`src/sv/ledscan_pkg.sv`:
```
package ledscan_pkg;

	// default matrix geometry
	localparam int ROWS_DEF = 5;
	localparam int COLS_DEF = 14;

	// fixed field widths
	localparam int ROW_W  = 3;
	localparam int COL_W  = 4;
	localparam int CLR_W  = 2;
	localparam int DUTY_W = 11;
	localparam int CFG_IDX_W  = 2;
	localparam int CFG_DATA_W = 8;

	// input operation codes
	typedef enum logic [1:0] {
		FUNC_TICK        = 2'd0,
		FUNC_LOAD_RADIAL = 2'd1,
		FUNC_LOAD_COL    = 2'd2,
		FUNC_LOAD_ROW    = 2'd3
	} func_t;

	// effect modes
	localparam logic [2:0] MODE_RADIAL  = 3'd0;
	localparam logic [2:0] MODE_HORIZ   = 3'd1;
	localparam logic [2:0] MODE_VERT    = 3'd2;
	localparam logic [2:0] MODE_SOLID   = 3'd3;
	localparam logic [2:0] MODE_BREATHE = 3'd4;
	localparam logic [2:0] MODE_OFF     = 3'd5;

	// configuration register indexes
	localparam logic [CFG_IDX_W-1:0] CFG_MODE  = 2'd0;
	localparam logic [CFG_IDX_W-1:0] CFG_BRI   = 2'd1;
	localparam logic [CFG_IDX_W-1:0] CFG_SPEED = 2'd2;

	// configuration reset values
	localparam logic [2:0] MODE_RST  = MODE_RADIAL;
	localparam logic [7:0] BRI_RST   = 8'd255;
	localparam logic [4:0] SPEED_RST = 5'd4;

	// hue wheel segment bounds, half phase, duty full scale and colour count
	localparam logic [7:0] HUE_SEG1 = 8'd85;
	localparam logic [7:0] HUE_SEG2 = 8'd170;
	localparam logic [7:0] HALF_PHASE = 8'd128;
	localparam logic [DUTY_W-1:0] DUTY_FULL = 11'd1024;
	localparam logic [CLR_W-1:0] NUM_COLORS = 2'd3;

	typedef struct packed {
		func_t            func;
		logic [ROW_W-1:0] row_index;
		logic [COL_W-1:0] col_index;
		logic [7:0]       hue_value;
	} in_item_t;

	typedef struct packed {
		logic [ROW_W-1:0]  scan_row;
		logic [CLR_W-1:0]  scan_color;
		logic [COL_W-1:0]  column;
		logic [DUTY_W-1:0] duty;
		logic              last;
	} out_item_t;

	// controller to datapath commands
	typedef struct packed {
		logic             clr_wr;
		logic             load;
		logic             look;
		logic             calc;
		logic             wheel;
		logic             wr;
		logic [CLR_W-1:0] color;
		logic             adv_regen;
		logic             rd_issue;
		logic             out_load;
		logic             adv_scan;
	} cmd_t;

	// datapath to controller status
	typedef struct packed {
		logic clr_last;
		logic emit_en;
		logic col_last;
		logic out_free;
	} sts_t;

	// hue wheel: one 8-bit component per colour
	function automatic logic [23:0] hue_wheel(input logic [7:0] h);
		logic [7:0] d;
		logic [9:0] d3w;
		logic [7:0] d3;
		logic [23:0] rgb;
		if (h < HUE_SEG1) begin
			d = h;
		end else if (h < HUE_SEG2) begin
			d = h - HUE_SEG1;
		end else begin
			d = h - HUE_SEG2;
		end
		d3w = {2'b00, d} + {1'b0, d, 1'b0};
		d3 = d3w[7:0];
		if (h < HUE_SEG1) begin
			rgb = {8'd255 - d3, 8'd0, d3};
		end else if (h < HUE_SEG2) begin
			rgb = {8'd0, d3, 8'd255 - d3};
		end else begin
			rgb = {d3, 8'd255 - d3, 8'd0};
		end
		return rgb;
	endfunction

endpackage

```
`src/sv/rgb_led_matrix_effect_scanner_core.sv`:
```
// RGB LED matrix scanner with hue wheel effects. A scan tick (func 0) regenerates one
// pixel of the ROWS x 3 x COLS frame store from the effect mode, phase and brightness,
// advancing the phase by speed after each whole frame, and then, unless the mode is off,
// emits COLS column duties (1024 - 4 * value) for the current scan row and colour before
// moving the scan on, colour first. Hue table loads (func 1..3) are written as they are
// accepted and leave the block idle. A tick holds in_ready low through the regeneration
// sequence (table read, hue and brightness multiply, wheel, three frame store writes) and
// then, per column, a registered read of the single frame store read port, issued only
// when the output register is free, ahead of the output register load; in off mode a tick
// ends after the writes. After reset a clearing pass writes zero to all ROWS * 3 * COLS
// frame store entries (210 by default) before the first input is taken; configuration
// writes are accepted at all times and should be made while idle.
module rgb_led_matrix_effect_scanner_core #(
	parameter int ROWS = ledscan_pkg::ROWS_DEF,
	parameter int COLS = ledscan_pkg::COLS_DEF
) (
	input  logic                               clk,
	input  logic                               arst_n,
	input  logic                               in_valid,
	output logic                               in_ready,
	input  ledscan_pkg::in_item_t              in_data,
	output logic                               out_valid,
	input  logic                               out_ready,
	output ledscan_pkg::out_item_t             out_data,
	input  logic                               cfg_valid,
	output logic                               cfg_ready,
	input  logic [ledscan_pkg::CFG_IDX_W-1:0]  cfg_index,
	input  logic [ledscan_pkg::CFG_DATA_W-1:0] cfg_data
);

	ledscan_pkg::cmd_t cmd;
	ledscan_pkg::sts_t sts;

	assign cfg_ready = 1'b1;

	// sequencer
	ledscan_ctrl u_ctrl (
		.clk      (clk),
		.arst_n   (arst_n),
		.in_valid (in_valid),
		.in_func  (in_data.func),
		.in_ready (in_ready),
		.sts      (sts),
		.cmd      (cmd)
	);

	// tables, frame store, arithmetic and output register
	ledscan_dp #(
		.ROWS (ROWS),
		.COLS (COLS)
	) u_dp (
		.clk       (clk),
		.arst_n    (arst_n),
		.in_data   (in_data),
		.cfg_valid (cfg_valid && cfg_ready),
		.cfg_index (cfg_index),
		.cfg_data  (cfg_data),
		.out_ready (out_ready),
		.out_valid (out_valid),
		.out_data  (out_data),
		.cmd       (cmd),
		.sts       (sts)
	);

endmodule

```
`src/sv/ledscan_ctrl.sv`:
```
module ledscan_ctrl (
	input  logic                clk,
	input  logic                arst_n,
	input  logic                in_valid,
	input  ledscan_pkg::func_t  in_func,
	output logic                in_ready,
	input  ledscan_pkg::sts_t   sts,
	output ledscan_pkg::cmd_t   cmd
);

	typedef enum logic [3:0] {
		S_CLR,
		S_IDLE,
		S_LOOK,
		S_CALC,
		S_WHEEL,
		S_WR0,
		S_WR1,
		S_WR2,
		S_RD,
		S_LD
	} state_t;

	state_t state_q;
	logic   accept;

	assign accept = in_valid && in_ready;

	// state register
	always_ff @(posedge clk or negedge arst_n) begin
		if (!arst_n) begin
			state_q <= S_CLR;
		end else begin
			unique case (state_q)
				S_CLR: begin
					if (sts.clr_last) state_q <= S_IDLE;
				end
				S_IDLE: begin
					if (accept && in_func == ledscan_pkg::FUNC_TICK) state_q <= S_LOOK;
				end
				S_LOOK:  state_q <= S_CALC;
				S_CALC:  state_q <= S_WHEEL;
				S_WHEEL: state_q <= S_WR0;
				S_WR0:   state_q <= S_WR1;
				S_WR1:   state_q <= S_WR2;
				S_WR2: begin
					state_q <= sts.emit_en ? S_RD : S_IDLE;
				end
				S_RD: begin
					if (sts.out_free) state_q <= S_LD;
				end
				S_LD: begin
					state_q <= sts.col_last ? S_IDLE : S_RD;
				end
				default: state_q <= S_IDLE;
			endcase
		end
	end

	// command decode
	always_comb begin
		cmd = '0;
		in_ready = 1'b0;
		unique case (state_q)
			S_CLR: cmd.clr_wr = 1'b1;
			S_IDLE: begin
				in_ready = 1'b1;
				cmd.load = accept && in_func != ledscan_pkg::FUNC_TICK;
			end
			S_LOOK:  cmd.look = 1'b1;
			S_CALC:  cmd.calc = 1'b1;
			S_WHEEL: cmd.wheel = 1'b1;
			S_WR0: begin
				cmd.wr = 1'b1;
				cmd.color = 2'd0;
			end
			S_WR1: begin
				cmd.wr = 1'b1;
				cmd.color = 2'd1;
			end
			S_WR2: begin
				cmd.wr = 1'b1;
				cmd.color = 2'd2;
				cmd.adv_regen = 1'b1;
				cmd.adv_scan = !sts.emit_en;
			end
			S_RD: cmd.rd_issue = sts.out_free;
			S_LD: begin
				cmd.out_load = 1'b1;
				cmd.adv_scan = sts.col_last;
			end
			default: cmd = '0;
		endcase
	end

endmodule

```
`src/sv/ledscan_dp.sv`:
```
module ledscan_dp #(
	parameter int ROWS = ledscan_pkg::ROWS_DEF,
	parameter int COLS = ledscan_pkg::COLS_DEF
) (
	input  logic                                   clk,
	input  logic                                   arst_n,
	input  ledscan_pkg::in_item_t                  in_data,
	input  logic                                   cfg_valid,
	input  logic [ledscan_pkg::CFG_IDX_W-1:0]      cfg_index,
	input  logic [ledscan_pkg::CFG_DATA_W-1:0]     cfg_data,
	input  logic                                   out_ready,
	output logic                                   out_valid,
	output ledscan_pkg::out_item_t                 out_data,
	input  ledscan_pkg::cmd_t                      cmd,
	output ledscan_pkg::sts_t                      sts
);

	localparam int FS_DEPTH  = ROWS * 3 * COLS;
	localparam int FS_AW     = $clog2(FS_DEPTH);
	localparam int RAD_DEPTH = ROWS * COLS;
	localparam int RAD_AW    = (RAD_DEPTH > 1) ? $clog2(RAD_DEPTH) : 1;
	localparam int CW        = (COLS > 1) ? $clog2(COLS) : 1;
	localparam int RW        = (ROWS > 1) ? $clog2(ROWS) : 1;
	localparam logic [ledscan_pkg::ROW_W-1:0] ROW_LAST = ledscan_pkg::ROW_W'(ROWS - 1);
	localparam logic [ledscan_pkg::COL_W-1:0] COL_LAST = ledscan_pkg::COL_W'(COLS - 1);

	// configuration registers
	logic [2:0] mode_q;
	logic [7:0] bri_q;
	logic [4:0] spd_q;

	always_ff @(posedge clk or negedge arst_n) begin
		if (!arst_n) begin
			mode_q <= ledscan_pkg::MODE_RST;
			bri_q  <= ledscan_pkg::BRI_RST;
			spd_q  <= ledscan_pkg::SPEED_RST;
		end else if (cfg_valid) begin
			unique case (cfg_index)
				ledscan_pkg::CFG_MODE:  mode_q <= cfg_data[2:0];
				ledscan_pkg::CFG_BRI:   bri_q  <= cfg_data;
				ledscan_pkg::CFG_SPEED: spd_q  <= cfg_data[4:0];
				default: ;
			endcase
		end
	end

	// hue tables
	logic [7:0] rad_mem [RAD_DEPTH];
	logic [7:0] col_tbl [COLS];
	logic [7:0] row_tbl [ROWS];
	logic [7:0] rad_rd_s1;
	logic       row_ok;
	logic       col_ok;
	logic [RAD_AW-1:0] rad_waddr;
	logic [RAD_AW-1:0] rad_raddr;

	// regeneration pointers and phase
	logic [ledscan_pkg::ROW_W-1:0] rr_q;
	logic [ledscan_pkg::COL_W-1:0] rc_q;
	logic [7:0] phase_q;

	assign row_ok = int'(in_data.row_index) < ROWS;
	assign col_ok = int'(in_data.col_index) < COLS;
	assign rad_waddr = RAD_AW'(int'(in_data.row_index) * COLS + int'(in_data.col_index));
	assign rad_raddr = RAD_AW'(int'(rr_q) * COLS + int'(rc_q));

	// table writes and radial lookup
	always_ff @(posedge clk) begin
		if (cmd.load && in_data.func == ledscan_pkg::FUNC_LOAD_RADIAL && row_ok && col_ok) begin
			rad_mem[rad_waddr] <= in_data.hue_value;
		end
		if (cmd.look) begin
			rad_rd_s1 <= rad_mem[rad_raddr];
		end
	end

	always_ff @(posedge clk) begin
		if (cmd.load && in_data.func == ledscan_pkg::FUNC_LOAD_COL && col_ok) begin
			col_tbl[in_data.col_index[CW-1:0]] <= in_data.hue_value;
		end
		if (cmd.load && in_data.func == ledscan_pkg::FUNC_LOAD_ROW && row_ok) begin
			row_tbl[in_data.row_index[RW-1:0]] <= in_data.hue_value;
		end
	end

	// hue and brightness-scaled value
	logic [7:0]  hue_base;
	logic [7:0]  hue_next;
	logic [7:0]  tri_t;
	logic [7:0]  vsel;
	logic [15:0] vb_prod;
	logic [7:0]  hue_q;
	logic [7:0]  vb_q;

	always_comb begin
		tri_t = (phase_q >= ledscan_pkg::HALF_PHASE) ? (8'd255 - phase_q) : phase_q;
		unique case (mode_q)
			ledscan_pkg::MODE_HORIZ: hue_base = col_tbl[rc_q[CW-1:0]];
			ledscan_pkg::MODE_VERT:  hue_base = row_tbl[rr_q[RW-1:0]];
			default:                 hue_base = rad_rd_s1;
		endcase
		if (mode_q == ledscan_pkg::MODE_BREATHE) begin
			hue_next = {1'b0, phase_q[7:1]};
			vsel = {tri_t[6:0], 1'b0};
		end else begin
			hue_next = hue_base + phase_q;
			vsel = 8'd255;
		end
		vb_prod = vsel * bri_q;
	end

	always_ff @(posedge clk) begin
		if (cmd.calc) begin
			hue_q <= hue_next;
			vb_q  <= vb_prod[15:8];
		end
	end

	// wheel components
	logic [7:0] comp_q [3];
	logic [23:0] rgb;

	assign rgb = ledscan_pkg::hue_wheel(hue_q);

	always_ff @(posedge clk) begin
		if (cmd.wheel) begin
			comp_q[0] <= rgb[23:16];
			comp_q[1] <= rgb[15:8];
			comp_q[2] <= rgb[7:0];
		end
	end

	// pixel value for the colour being written
	logic [15:0] pix_prod;
	logic [7:0]  pix_val;

	always_comb begin
		pix_prod = comp_q[cmd.color] * vb_q;
		priority if (mode_q >= ledscan_pkg::MODE_OFF) begin
			pix_val = 8'd0;
		end else if (mode_q == ledscan_pkg::MODE_SOLID) begin
			pix_val = vb_q;
		end else begin
			pix_val = pix_prod[15:8];
		end
	end

	// regeneration pointer advance
	always_ff @(posedge clk or negedge arst_n) begin
		if (!arst_n) begin
			rr_q    <= '0;
			rc_q    <= '0;
			phase_q <= '0;
		end else if (cmd.adv_regen) begin
			if (rc_q == COL_LAST) begin
				rc_q <= '0;
				if (rr_q == ROW_LAST) begin
					rr_q    <= '0;
					phase_q <= phase_q + {3'b000, spd_q};
				end else begin
					rr_q <= rr_q + 1'b1;
				end
			end else begin
				rc_q <= rc_q + 1'b1;
			end
		end
	end

	// clearing pass counter
	logic [FS_AW-1:0] clr_q;

	always_ff @(posedge clk or negedge arst_n) begin
		if (!arst_n) begin
			clr_q <= '0;
		end else if (cmd.clr_wr) begin
			clr_q <= clr_q + 1'b1;
		end
	end

	// scan pointers and emit column
	logic [ledscan_pkg::ROW_W-1:0] sr_q;
	logic [ledscan_pkg::CLR_W-1:0] sc_q;
	logic [ledscan_pkg::COL_W-1:0] ec_q;

	// frame store
	logic [7:0]       fs_mem [FS_DEPTH];
	logic [7:0]       fs_rd_s1;
	logic             fs_we;
	logic [FS_AW-1:0] fs_waddr;
	logic [7:0]       fs_wdata;
	logic [FS_AW-1:0] fs_raddr;

	always_comb begin
		if (cmd.clr_wr) begin
			fs_we    = 1'b1;
			fs_waddr = clr_q;
			fs_wdata = 8'd0;
		end else begin
			fs_we    = cmd.wr;
			fs_waddr = FS_AW'((int'(rr_q) * 3 + int'(cmd.color)) * COLS + int'(rc_q));
			fs_wdata = pix_val;
		end
		fs_raddr = FS_AW'((int'(sr_q) * 3 + int'(sc_q)) * COLS + int'(ec_q));
	end

	always_ff @(posedge clk) begin
		if (fs_we) begin
			fs_mem[fs_waddr] <= fs_wdata;
		end
		if (cmd.rd_issue) begin
			fs_rd_s1 <= fs_mem[fs_raddr];
		end
	end

	// scan pointer advance and emit column count
	always_ff @(posedge clk or negedge arst_n) begin
		if (!arst_n) begin
			sr_q <= '0;
			sc_q <= '0;
			ec_q <= '0;
		end else begin
			if (cmd.out_load) begin
				ec_q <= (ec_q == COL_LAST) ? '0 : ec_q + 1'b1;
			end
			if (cmd.adv_scan) begin
				if (sc_q == ledscan_pkg::NUM_COLORS - 1'b1) begin
					sc_q <= '0;
					sr_q <= (sr_q == ROW_LAST) ? '0 : sr_q + 1'b1;
				end else begin
					sc_q <= sc_q + 1'b1;
				end
			end
		end
	end

	// output register
	logic out_valid_q;
	ledscan_pkg::out_item_t out_q;

	always_ff @(posedge clk or negedge arst_n) begin
		if (!arst_n) begin
			out_valid_q <= 1'b0;
		end else if (cmd.out_load) begin
			out_valid_q <= 1'b1;
		end else if (out_ready) begin
			out_valid_q <= 1'b0;
		end
	end

	always_ff @(posedge clk) begin
		if (cmd.out_load) begin
			out_q.scan_row   <= sr_q;
			out_q.scan_color <= sc_q;
			out_q.column     <= ec_q;
			out_q.duty       <= ledscan_pkg::DUTY_FULL - {1'b0, fs_rd_s1, 2'b00};
			out_q.last       <= ec_q == COL_LAST;
		end
	end

	assign out_valid = out_valid_q;
	assign out_data  = out_q;

	// status to controller
	assign sts.clr_last = clr_q == FS_AW'(FS_DEPTH - 1);
	assign sts.emit_en  = mode_q < ledscan_pkg::MODE_OFF;
	assign sts.col_last = ec_q == COL_LAST;
	assign sts.out_free = !out_valid_q || out_ready;

endmodule

```
`config.mk`:
```
export PLATFORM = sky130hd
export DESIGN_NAME = rgb_led_matrix_effect_scanner_core
export DESIGN_NICKNAME = d
export VERILOG_FILES = /design/src/sv/ledscan_pkg.sv /design/src/sv/rgb_led_matrix_effect_scanner_core.sv /design/src/sv/ledscan_ctrl.sv /design/src/sv/ledscan_dp.sv
export SDC_FILE = /design/constraint.sdc
export NUM_CORES = 2
export LEC_CHECK = 0
export BUFFER_PORTS_ARGS = -buffer_cell sky130_fd_sc_hd__buf_2
export CAP_MARGIN = 10
export CORE_ASPECT_RATIO = 1.4
export CORE_MARGIN = 10
export CORE_UTILIZATION = 63
export DETAILED_ROUTE_END_ITERATION = 7
export PLACE_DENSITY = 0.79
export SLEW_MARGIN = 20
export SYNTH_ARGS = -nofsm -noshare
export SYNTH_HDL_FRONTEND = slang
export SYNTH_HIERARCHICAL = 1
export SYNTH_SLANG_ARGS = --single-unit
```
`constraint.sdc`:
```
create_clock -name clk -period 21.5 [get_ports clk]
set_clock_uncertainty 0.1 [all_clocks]
set_input_delay 3.225 -clock clk [delete_from_list [all_inputs] [get_ports clk]]
set_output_delay 3.225 -clock clk [all_outputs]
set_load 0.005 [all_outputs]
```
# Yosys cells after proc, flatten, opt, wreduce, memory -nomap -nowiden
# Memories as Yosys holds them, arrays and structs flattened. A register that Yosys moved wholly into a read port is not among the register bits.
# Index checks and enable logic that the tools add are counted.
[op_classes]
addsub = 20
multipliers = 8
n_lt_le_gt_ge = 7
eq_ne = 27
n_mux = 47
n_reduce_logical = 25
[ops]
columns = ["cell", "count"]
rows = [
  ["$add A32 B3 Y32", 2],
  ["$mul A32 B4 Y7 const B", 2],
  ["$mux W8", 7],
  ["$mux W24", 2],
  ["$pmux W4 S10", 1],
  ["$mul A8 B8 Y16", 2],
  ["$mux W4", 7],
  ["$add A8 B5 Y8", 3],
  ["$mux W1", 22],
  ["$add A8 B8 Y8", 2],
  ["$eq A4 B3 Y1 const B", 4],
  ["$eq A4 B4 Y1 const B", 4],
  ["$pmux W8 S2", 1],
  ["$add A7 B5 Y7", 2],
  ["$mux W7", 2],
  ["$mul A3 B3 Y6 const B", 2],
  ["$sub A11 B10 Y11 const A", 1],
  ["$logic_and A1 B1 Y1", 10],
  ["$mul A3 B2 Y5 const B", 2],
  ["$reduce_and A2 Y1", 5],
  ["$eq A3 B3 Y1 const B", 3],
  ["$pmux W3 S3", 1],
  ["$add A4 B1 Y4 const B", 2],
  ["$add A8 B1 Y8 const B", 1],
  ["other kinds (30)", 44],
]
[word_totals]
regBits = 90
mem_bits_rw = 2416
input_bits = 32
word_cells = 159
mem_count = 5
[mem_list]
columns = ["memory", "depth", "width", "read_ports", "rd_ports_with_merged_regs", "write_ports", "line", "text"]
rows = [
  ["u_dp.fs_mem", 210, 8, 1, 1, 1, "ledscan_dp.sv:186", "logic [7:0] fs_mem [FS_DEPTH];"],
  ["u_dp.rad_mem", 70, 8, 1, 1, 1, "ledscan_dp.sv:48", "logic [7:0] rad_mem [RAD_DEPTH];"],
  ["u_dp.col_tbl", 14, 8, 1, 0, 1, "ledscan_dp.sv:49", "logic [7:0] col_tbl [COLS];"],
  ["u_dp.row_tbl", 5, 8, 1, 0, 1, "ledscan_dp.sv:50", "logic [7:0] row_tbl [ROWS];"],
  ["u_dp.comp_q", 3, 8, 1, 0, 3, "ledscan_dp.sv:120", "logic [7:0] comp_q [3];"],
]

# Longest topological paths before layout
[depth]
ltp_word = 10
ltp_mapped = 24
mapped_depth_nobuf = 22

# Hierarchy
# Netlist, hierarchy kept.
[modules_own_cells]
columns = ["module", "instances", "cells_per_inst", "area_per_inst_um2", "seq_area_each_um2"]
rows = [
  ["ledscan_dp", 1, 5160, 104790.5, 75318.5],
  ["ledscan_ctrl", 1, 43, 355.3, 100.1],
  ["rgb_led_matrix_effect_scanner_core", 1, 2, 11.3, 0.0],
]

# Worst setup path after synthesis
# Ideal clock, no wire load.
[synth_timing]
path_type = "flip-flop to flip-flop"
start = "reg u_ctrl.state_q[3]"
end = "mem u_dp.fs_mem[0][3], data pin"
setup_time_ns = 1.832
arrival_time_ns = 13.077
t_required_ns = 19.568
setup_slack_ns = 6.492
stages_incl_launch_ff = 23
period_less_slack_ns = 15.008
cell_sequence = "dfrtp_1 -> buf_4 -> nand2b_1 -> nor2_1 -> buf_4 -> clkbuf_1 -> nor2_1 -> a21oi_1 -> nor2b_1 -> fa_1 -> fa_1 -> inv_1 -> fa_1 -> inv_1 -> fa_1 -> ha_1 -> o21a_1 -> o21ai_0 -> a21oi_1 -> a31oi_1 -> nor2b_1 -> nor3_1 -> o21ai_0"
[synth_lines]
columns = ["item", "line", "text"]
rows = [
  ["start: declaration", "ledscan_ctrl.sv:24", "state_t state_q;"],
  ["start signal: assignment", "ledscan_ctrl.sv:47", "state_q <= sts.emit_en ? S_RD : S_IDLE;"],
  ["start signal: assignment", "ledscan_ctrl.sv:53", "state_q <= sts.col_last ? S_IDLE : S_RD;"],
  ["end: declaration", "ledscan_dp.sv:186", ""],
]

# Final worst setup path
[layout_timing]
start = "reg u_ctrl.state_q[3]"
end = "mem u_dp.fs_mem[184][5], data pin"
[layout_between]
elab_chain_cells = 7
[layout_rtl]
columns = ["item", "line", "text"]
rows = [
  ["$eq A4 B3 Y1", "ledscan_ctrl.sv:64", "unique case (state_q)"],
  ["$pmux W3 S3", "ledscan_ctrl.sv:64", ""],
  ["$mem_v2 Z3 W8", "n/a", ""],
  ["$mul A8 B8 Y16", "ledscan_dp.sv:138", "pix_prod = comp_q[cmd.color] * vb_q;"],
  ["$mux W8", "ledscan_dp.sv:141", "end else if (mode_q == ledscan_pkg::MODE_SOLID) begin"],
  ["$mux W8", "ledscan_dp.sv:139", "priority if (mode_q >= ledscan_pkg::MODE_OFF) begin"],
  ["$mux W8 (*)", "ledscan_dp.sv:194", "if (cmd.clr_wr) begin"],
  ["net u_dp.fs_wdata[5]", "ledscan_dp.sv:190", "logic [7:0] fs_wdata;"],
]
# The timed path passes the listed nets; every way through them passes the cells marked *.

==> results.md <==
* Layout cells sized above 1 at 0.268
* CTS sink count at 2,520
* M2 GR Usage at 0.466
* First-pass GRT wire length at 370 mm
* Worst r2r dst: u_dp/fs_mem[184][5]$_DFFE_PP_
* Final min period at ~8600 ps
* Root buf cell: clkbuf_16
* PortBufs at 52
* Skew-Pair Late Insertion Delay at around 900 ps
* Outcome: completed
* Drt via density at 6.82
* Width of the die at 365 um
* Synth Register Bits at 2,520
* Synth cell types at 64
* Synthesized area at 105,000 sq um
* CP Launch Point: u_ctrl/state_q[3]$_DFFE_PN0P_
* Compound-gate portion of the synthesized area at 0.0158
* Final Hold Fails at 0
* Die Y-Extent at about 500 um
* Fillers at about 9,600
* Simple-gate share of the synthesized area at 0.0361
* CP arrival at ~9000 ps
* Clock transition at path regs at around 70 ps
* Met3 Usage GRT at 0.0493
* Initial antenna violation count at 9
* Vias at 52,200
* IO Pins at 56
* Critical-path maximum fanout at between 90 and 100
* CP Data Required Time at 21,900 ps
* DRC viols at 0
* First-pass DRT Iterations at 8
* Longest Clk Path Bufs at 3
* Num CTS Buffers at about 220
* Final setup TNS at 0 ps
* Top cells by area, synth: edfxtp_1 70%, mux4_2 16%, fa_1 1.8%, ha_1 1.8%, nor3_1 1.1%
* Multiplexer share of the synthesized area at 0.168
* Final #Nets at 5,602
* Max Transition Viols Final at 0
* Setup bufs post-CTS at 0
* Worst hold path stage count at 1
* Busiest grt layer: met2
* Register-to-register setup slack at between 10,000 and 15,000 ps
* Worst setup EP type: flip-flop
* Avg Synthesized Cell Area at slightly above 20 sq um
* End of the critical path: u_dp/fs_mem[184][5]$_DFFE_PP_
* Number of global-route vias before repair at ~54,000
* Tot GR Track Use at 0.276
* CTS resizes at 0
* Cell count after synthesis at about 5,200
* Largest family of logic cells by synthesized area: multiplexers
* Initial drt markers at between 6,000 and 7,000
* Synth top cells by count: 2,467 x edfxtp_1, 729 x mux4_2, 225 x nor3_1, 179 x nand2_1, 178 x nor2_1
* Row count at approximately 180
* Area of the die at approximately 180,000 sq um
* Critical path class: reg2reg
* Period Utilization, post-route at 0.398
* Unrepaired setup endpoints after global routing: no
* Area Growth Syn to Fin at 10.4%
* Synth area leader: edfxtp_1
* Initial Util at 0.633
* Yosys warnings at 6
* Max Cap Viol at 0
* Sequential share of the synthesized area at 0.717
* Post-synthesis xor/xnor area fraction at 0.00773
* CTS tree: built
* Register area at approximately 75,000 sq um
* Core Region at approximately 170,000 sq um
* Adder-Cell Fraction of Synth Area at 0.0368
* EDFF count, synth at about 2,500
* Post-DRT Antenna Nets at 0
* Largest net degree at the start of global routing at roughly 210
* Multi-input logic area at approximately 29,000 sq um
* Worst R2R Path Depth at 22
* Setup violators final at 0
* Wire per inst at 32.3 um
* Synth Flop Type: edfxtp_1
* Slew @ Worst Pin at 1310 ps
* Htree depth at 4
* Post-synth ARST share at 0.0210
* WL final at between 200 and 250 mm
* Crit path launch type: flip-flop
* RD Place Congestion at roughly 0.84
* Relative slew margins at 0.127
* Post-DP HPWL at 143 mm
* Worst r2r src: u_ctrl/state_q[3]$_DFFE_PN0P_
* # hold bufs at CTS at 0
* Global route overflow at 0
* Hold Crit Class: reg2reg
* Met1 usage at 0.341
* Final Util at 0.699
* Synth top area share at 0.704
* Count leader, synth: edfxtp_1
* Fmax at ~120 MHz
-- state kept, by name (all words and copies together), names as in the netlist, 5 cells and up --
register / flops
u_dp/fs_mem: 1680
u_dp/rad_mem: 560
u_dp/col_tbl: 112
u_dp/row_tbl: 40
u_dp/comp_q: 24
u_dp/out_data: 19
u_dp/bri_q: 8
u_dp/clr_q: 8
u_dp/fs_rd_s1: 8
u_dp/hue_q: 8
u_dp/phase_q: 8
u_dp/rad_rd_s1: 8
u_dp/vb_q: 8
u_dp/spd_q: 5
-- routing by layer --
metal | share of wire | wire length, um
met2 | 0.52 | 130000
met4 | 0.057 | 14100
met3 | 0.083 | 20500
met1 | 0.34 | 83200
met5 | 0.00031 | 77
-- cell type report --
class                           instances  share of cell area
Timing Repair Buffer                  166              0.0102
Sequential cell                      2520               0.650
Antenna cell                            3           0.0000647
Clock buffer                          249              0.0480
Tap cell                             2148              0.0232
Multi-Input combinational cell       2242               0.248
Clock inverter                        162              0.0151
Inverter                              171             0.00553
-- per-stage QoR --
step           hold WS (ps)  setup slack (ps)  cell area [sq um]  std cells
3_3_place_gp            403             13420             108000       7247
6_report                412             12950             116000       7661
5_1_grt                 441             12320             116000       7660
3_5_place_dp            405             13090             108000       7247
4_1_cts                 417             12960             116000       7658
2_1_floorplan           347              6490             105000       5206
-- logic make-up (layout without fill, tap and decap cells) --
group / count (synthesis) / after routing
other: 2 / 6
flip-flops: 2520 / 2520
AO/OA/AOI/OAI: 259 / 259
adder cells (fa/ha/maj): 251 / 251
XOR/XNOR: 92 / 92
AND/OR/NAND/NOR: 790 / 790
buffers and inverters: 444 / 748
multiplexers: 847 / 847
-- critical path, cell delays in order, from the launching register on --
cell	delay, ps
dfrtp_1	490
nand2b_1	280
nor2_2	720
nor2_1	120
a21oi_1	590
nor2b_1	140
fa_1	450
fa_1	500
inv_1	60
fa_1	520
inv_1	50
fa_1	440
ha_1	200
nor3_1	270
nand2_1	90
a41o_1	250
nand3_1	130
nand3b_1	130
a21oi_1	200
xnor2_1	160
a22o_4	470
buf_4	900
buf_4	790
-- worst min-delay path by stage --
stage / startpoint / endpoint / slack (ps)
floorplan: u_dp/ec_q[0]$_DFFE_PN0P_ / u_dp/out_data[12]$_DFFE_PP_ / 350
CTS: u_dp/clr_q[7]$_DFFE_PN0P_ / u_dp/clr_q[7]$_DFFE_PN0P_ / 420
detailed placement: u_dp/sc_q[0]$_DFFE_PN0P_ / u_dp/out_data[16]$_DFFE_PP_ / 400
finish: u_dp/clr_q[7]$_DFFE_PN0P_ / u_dp/clr_q[7]$_DFFE_PN0P_ / 410
global route: u_dp/spd_q[4]$_DFFE_PN0P_ / u_dp/spd_q[4]$_DFFE_PN0P_ / 440
global placement: u_dp/clr_q[7]$_DFFE_PN0P_ / u_dp/clr_q[7]$_DFFE_PN0P_ / 400
-- placed cells by master, fill, tap and decap left out, types with 14 or more instances in the layout --
cell,count
buf_4,108
nand3_1,23
inv_1,170
fa_1,95
nor2_1,174
xor2_1,31
mux4_2,729
ha_1,152
nor3_2,142
clkinvlp_4,23
a21o_1,24
buf_2,52
o22ai_1,23
clkinv_2,41
clkinv_1,44
xnor2_1,55
and2_1,53
nand2b_1,23
a211oi_1,14
nor3_1,83
mux2_2,50
bufinv_16,24
nand2_1,168
o21ai_0,67
clkbuf_1,31
clkbuf_16,218
nor2b_1,55
mux2i_1,68
dfrtp_1,42
edfxtp_1,2467
a21oi_1,56
Power is not shown: default switching activity piles up to over one toggle a cycle in this logic, so the estimate is an artifact.
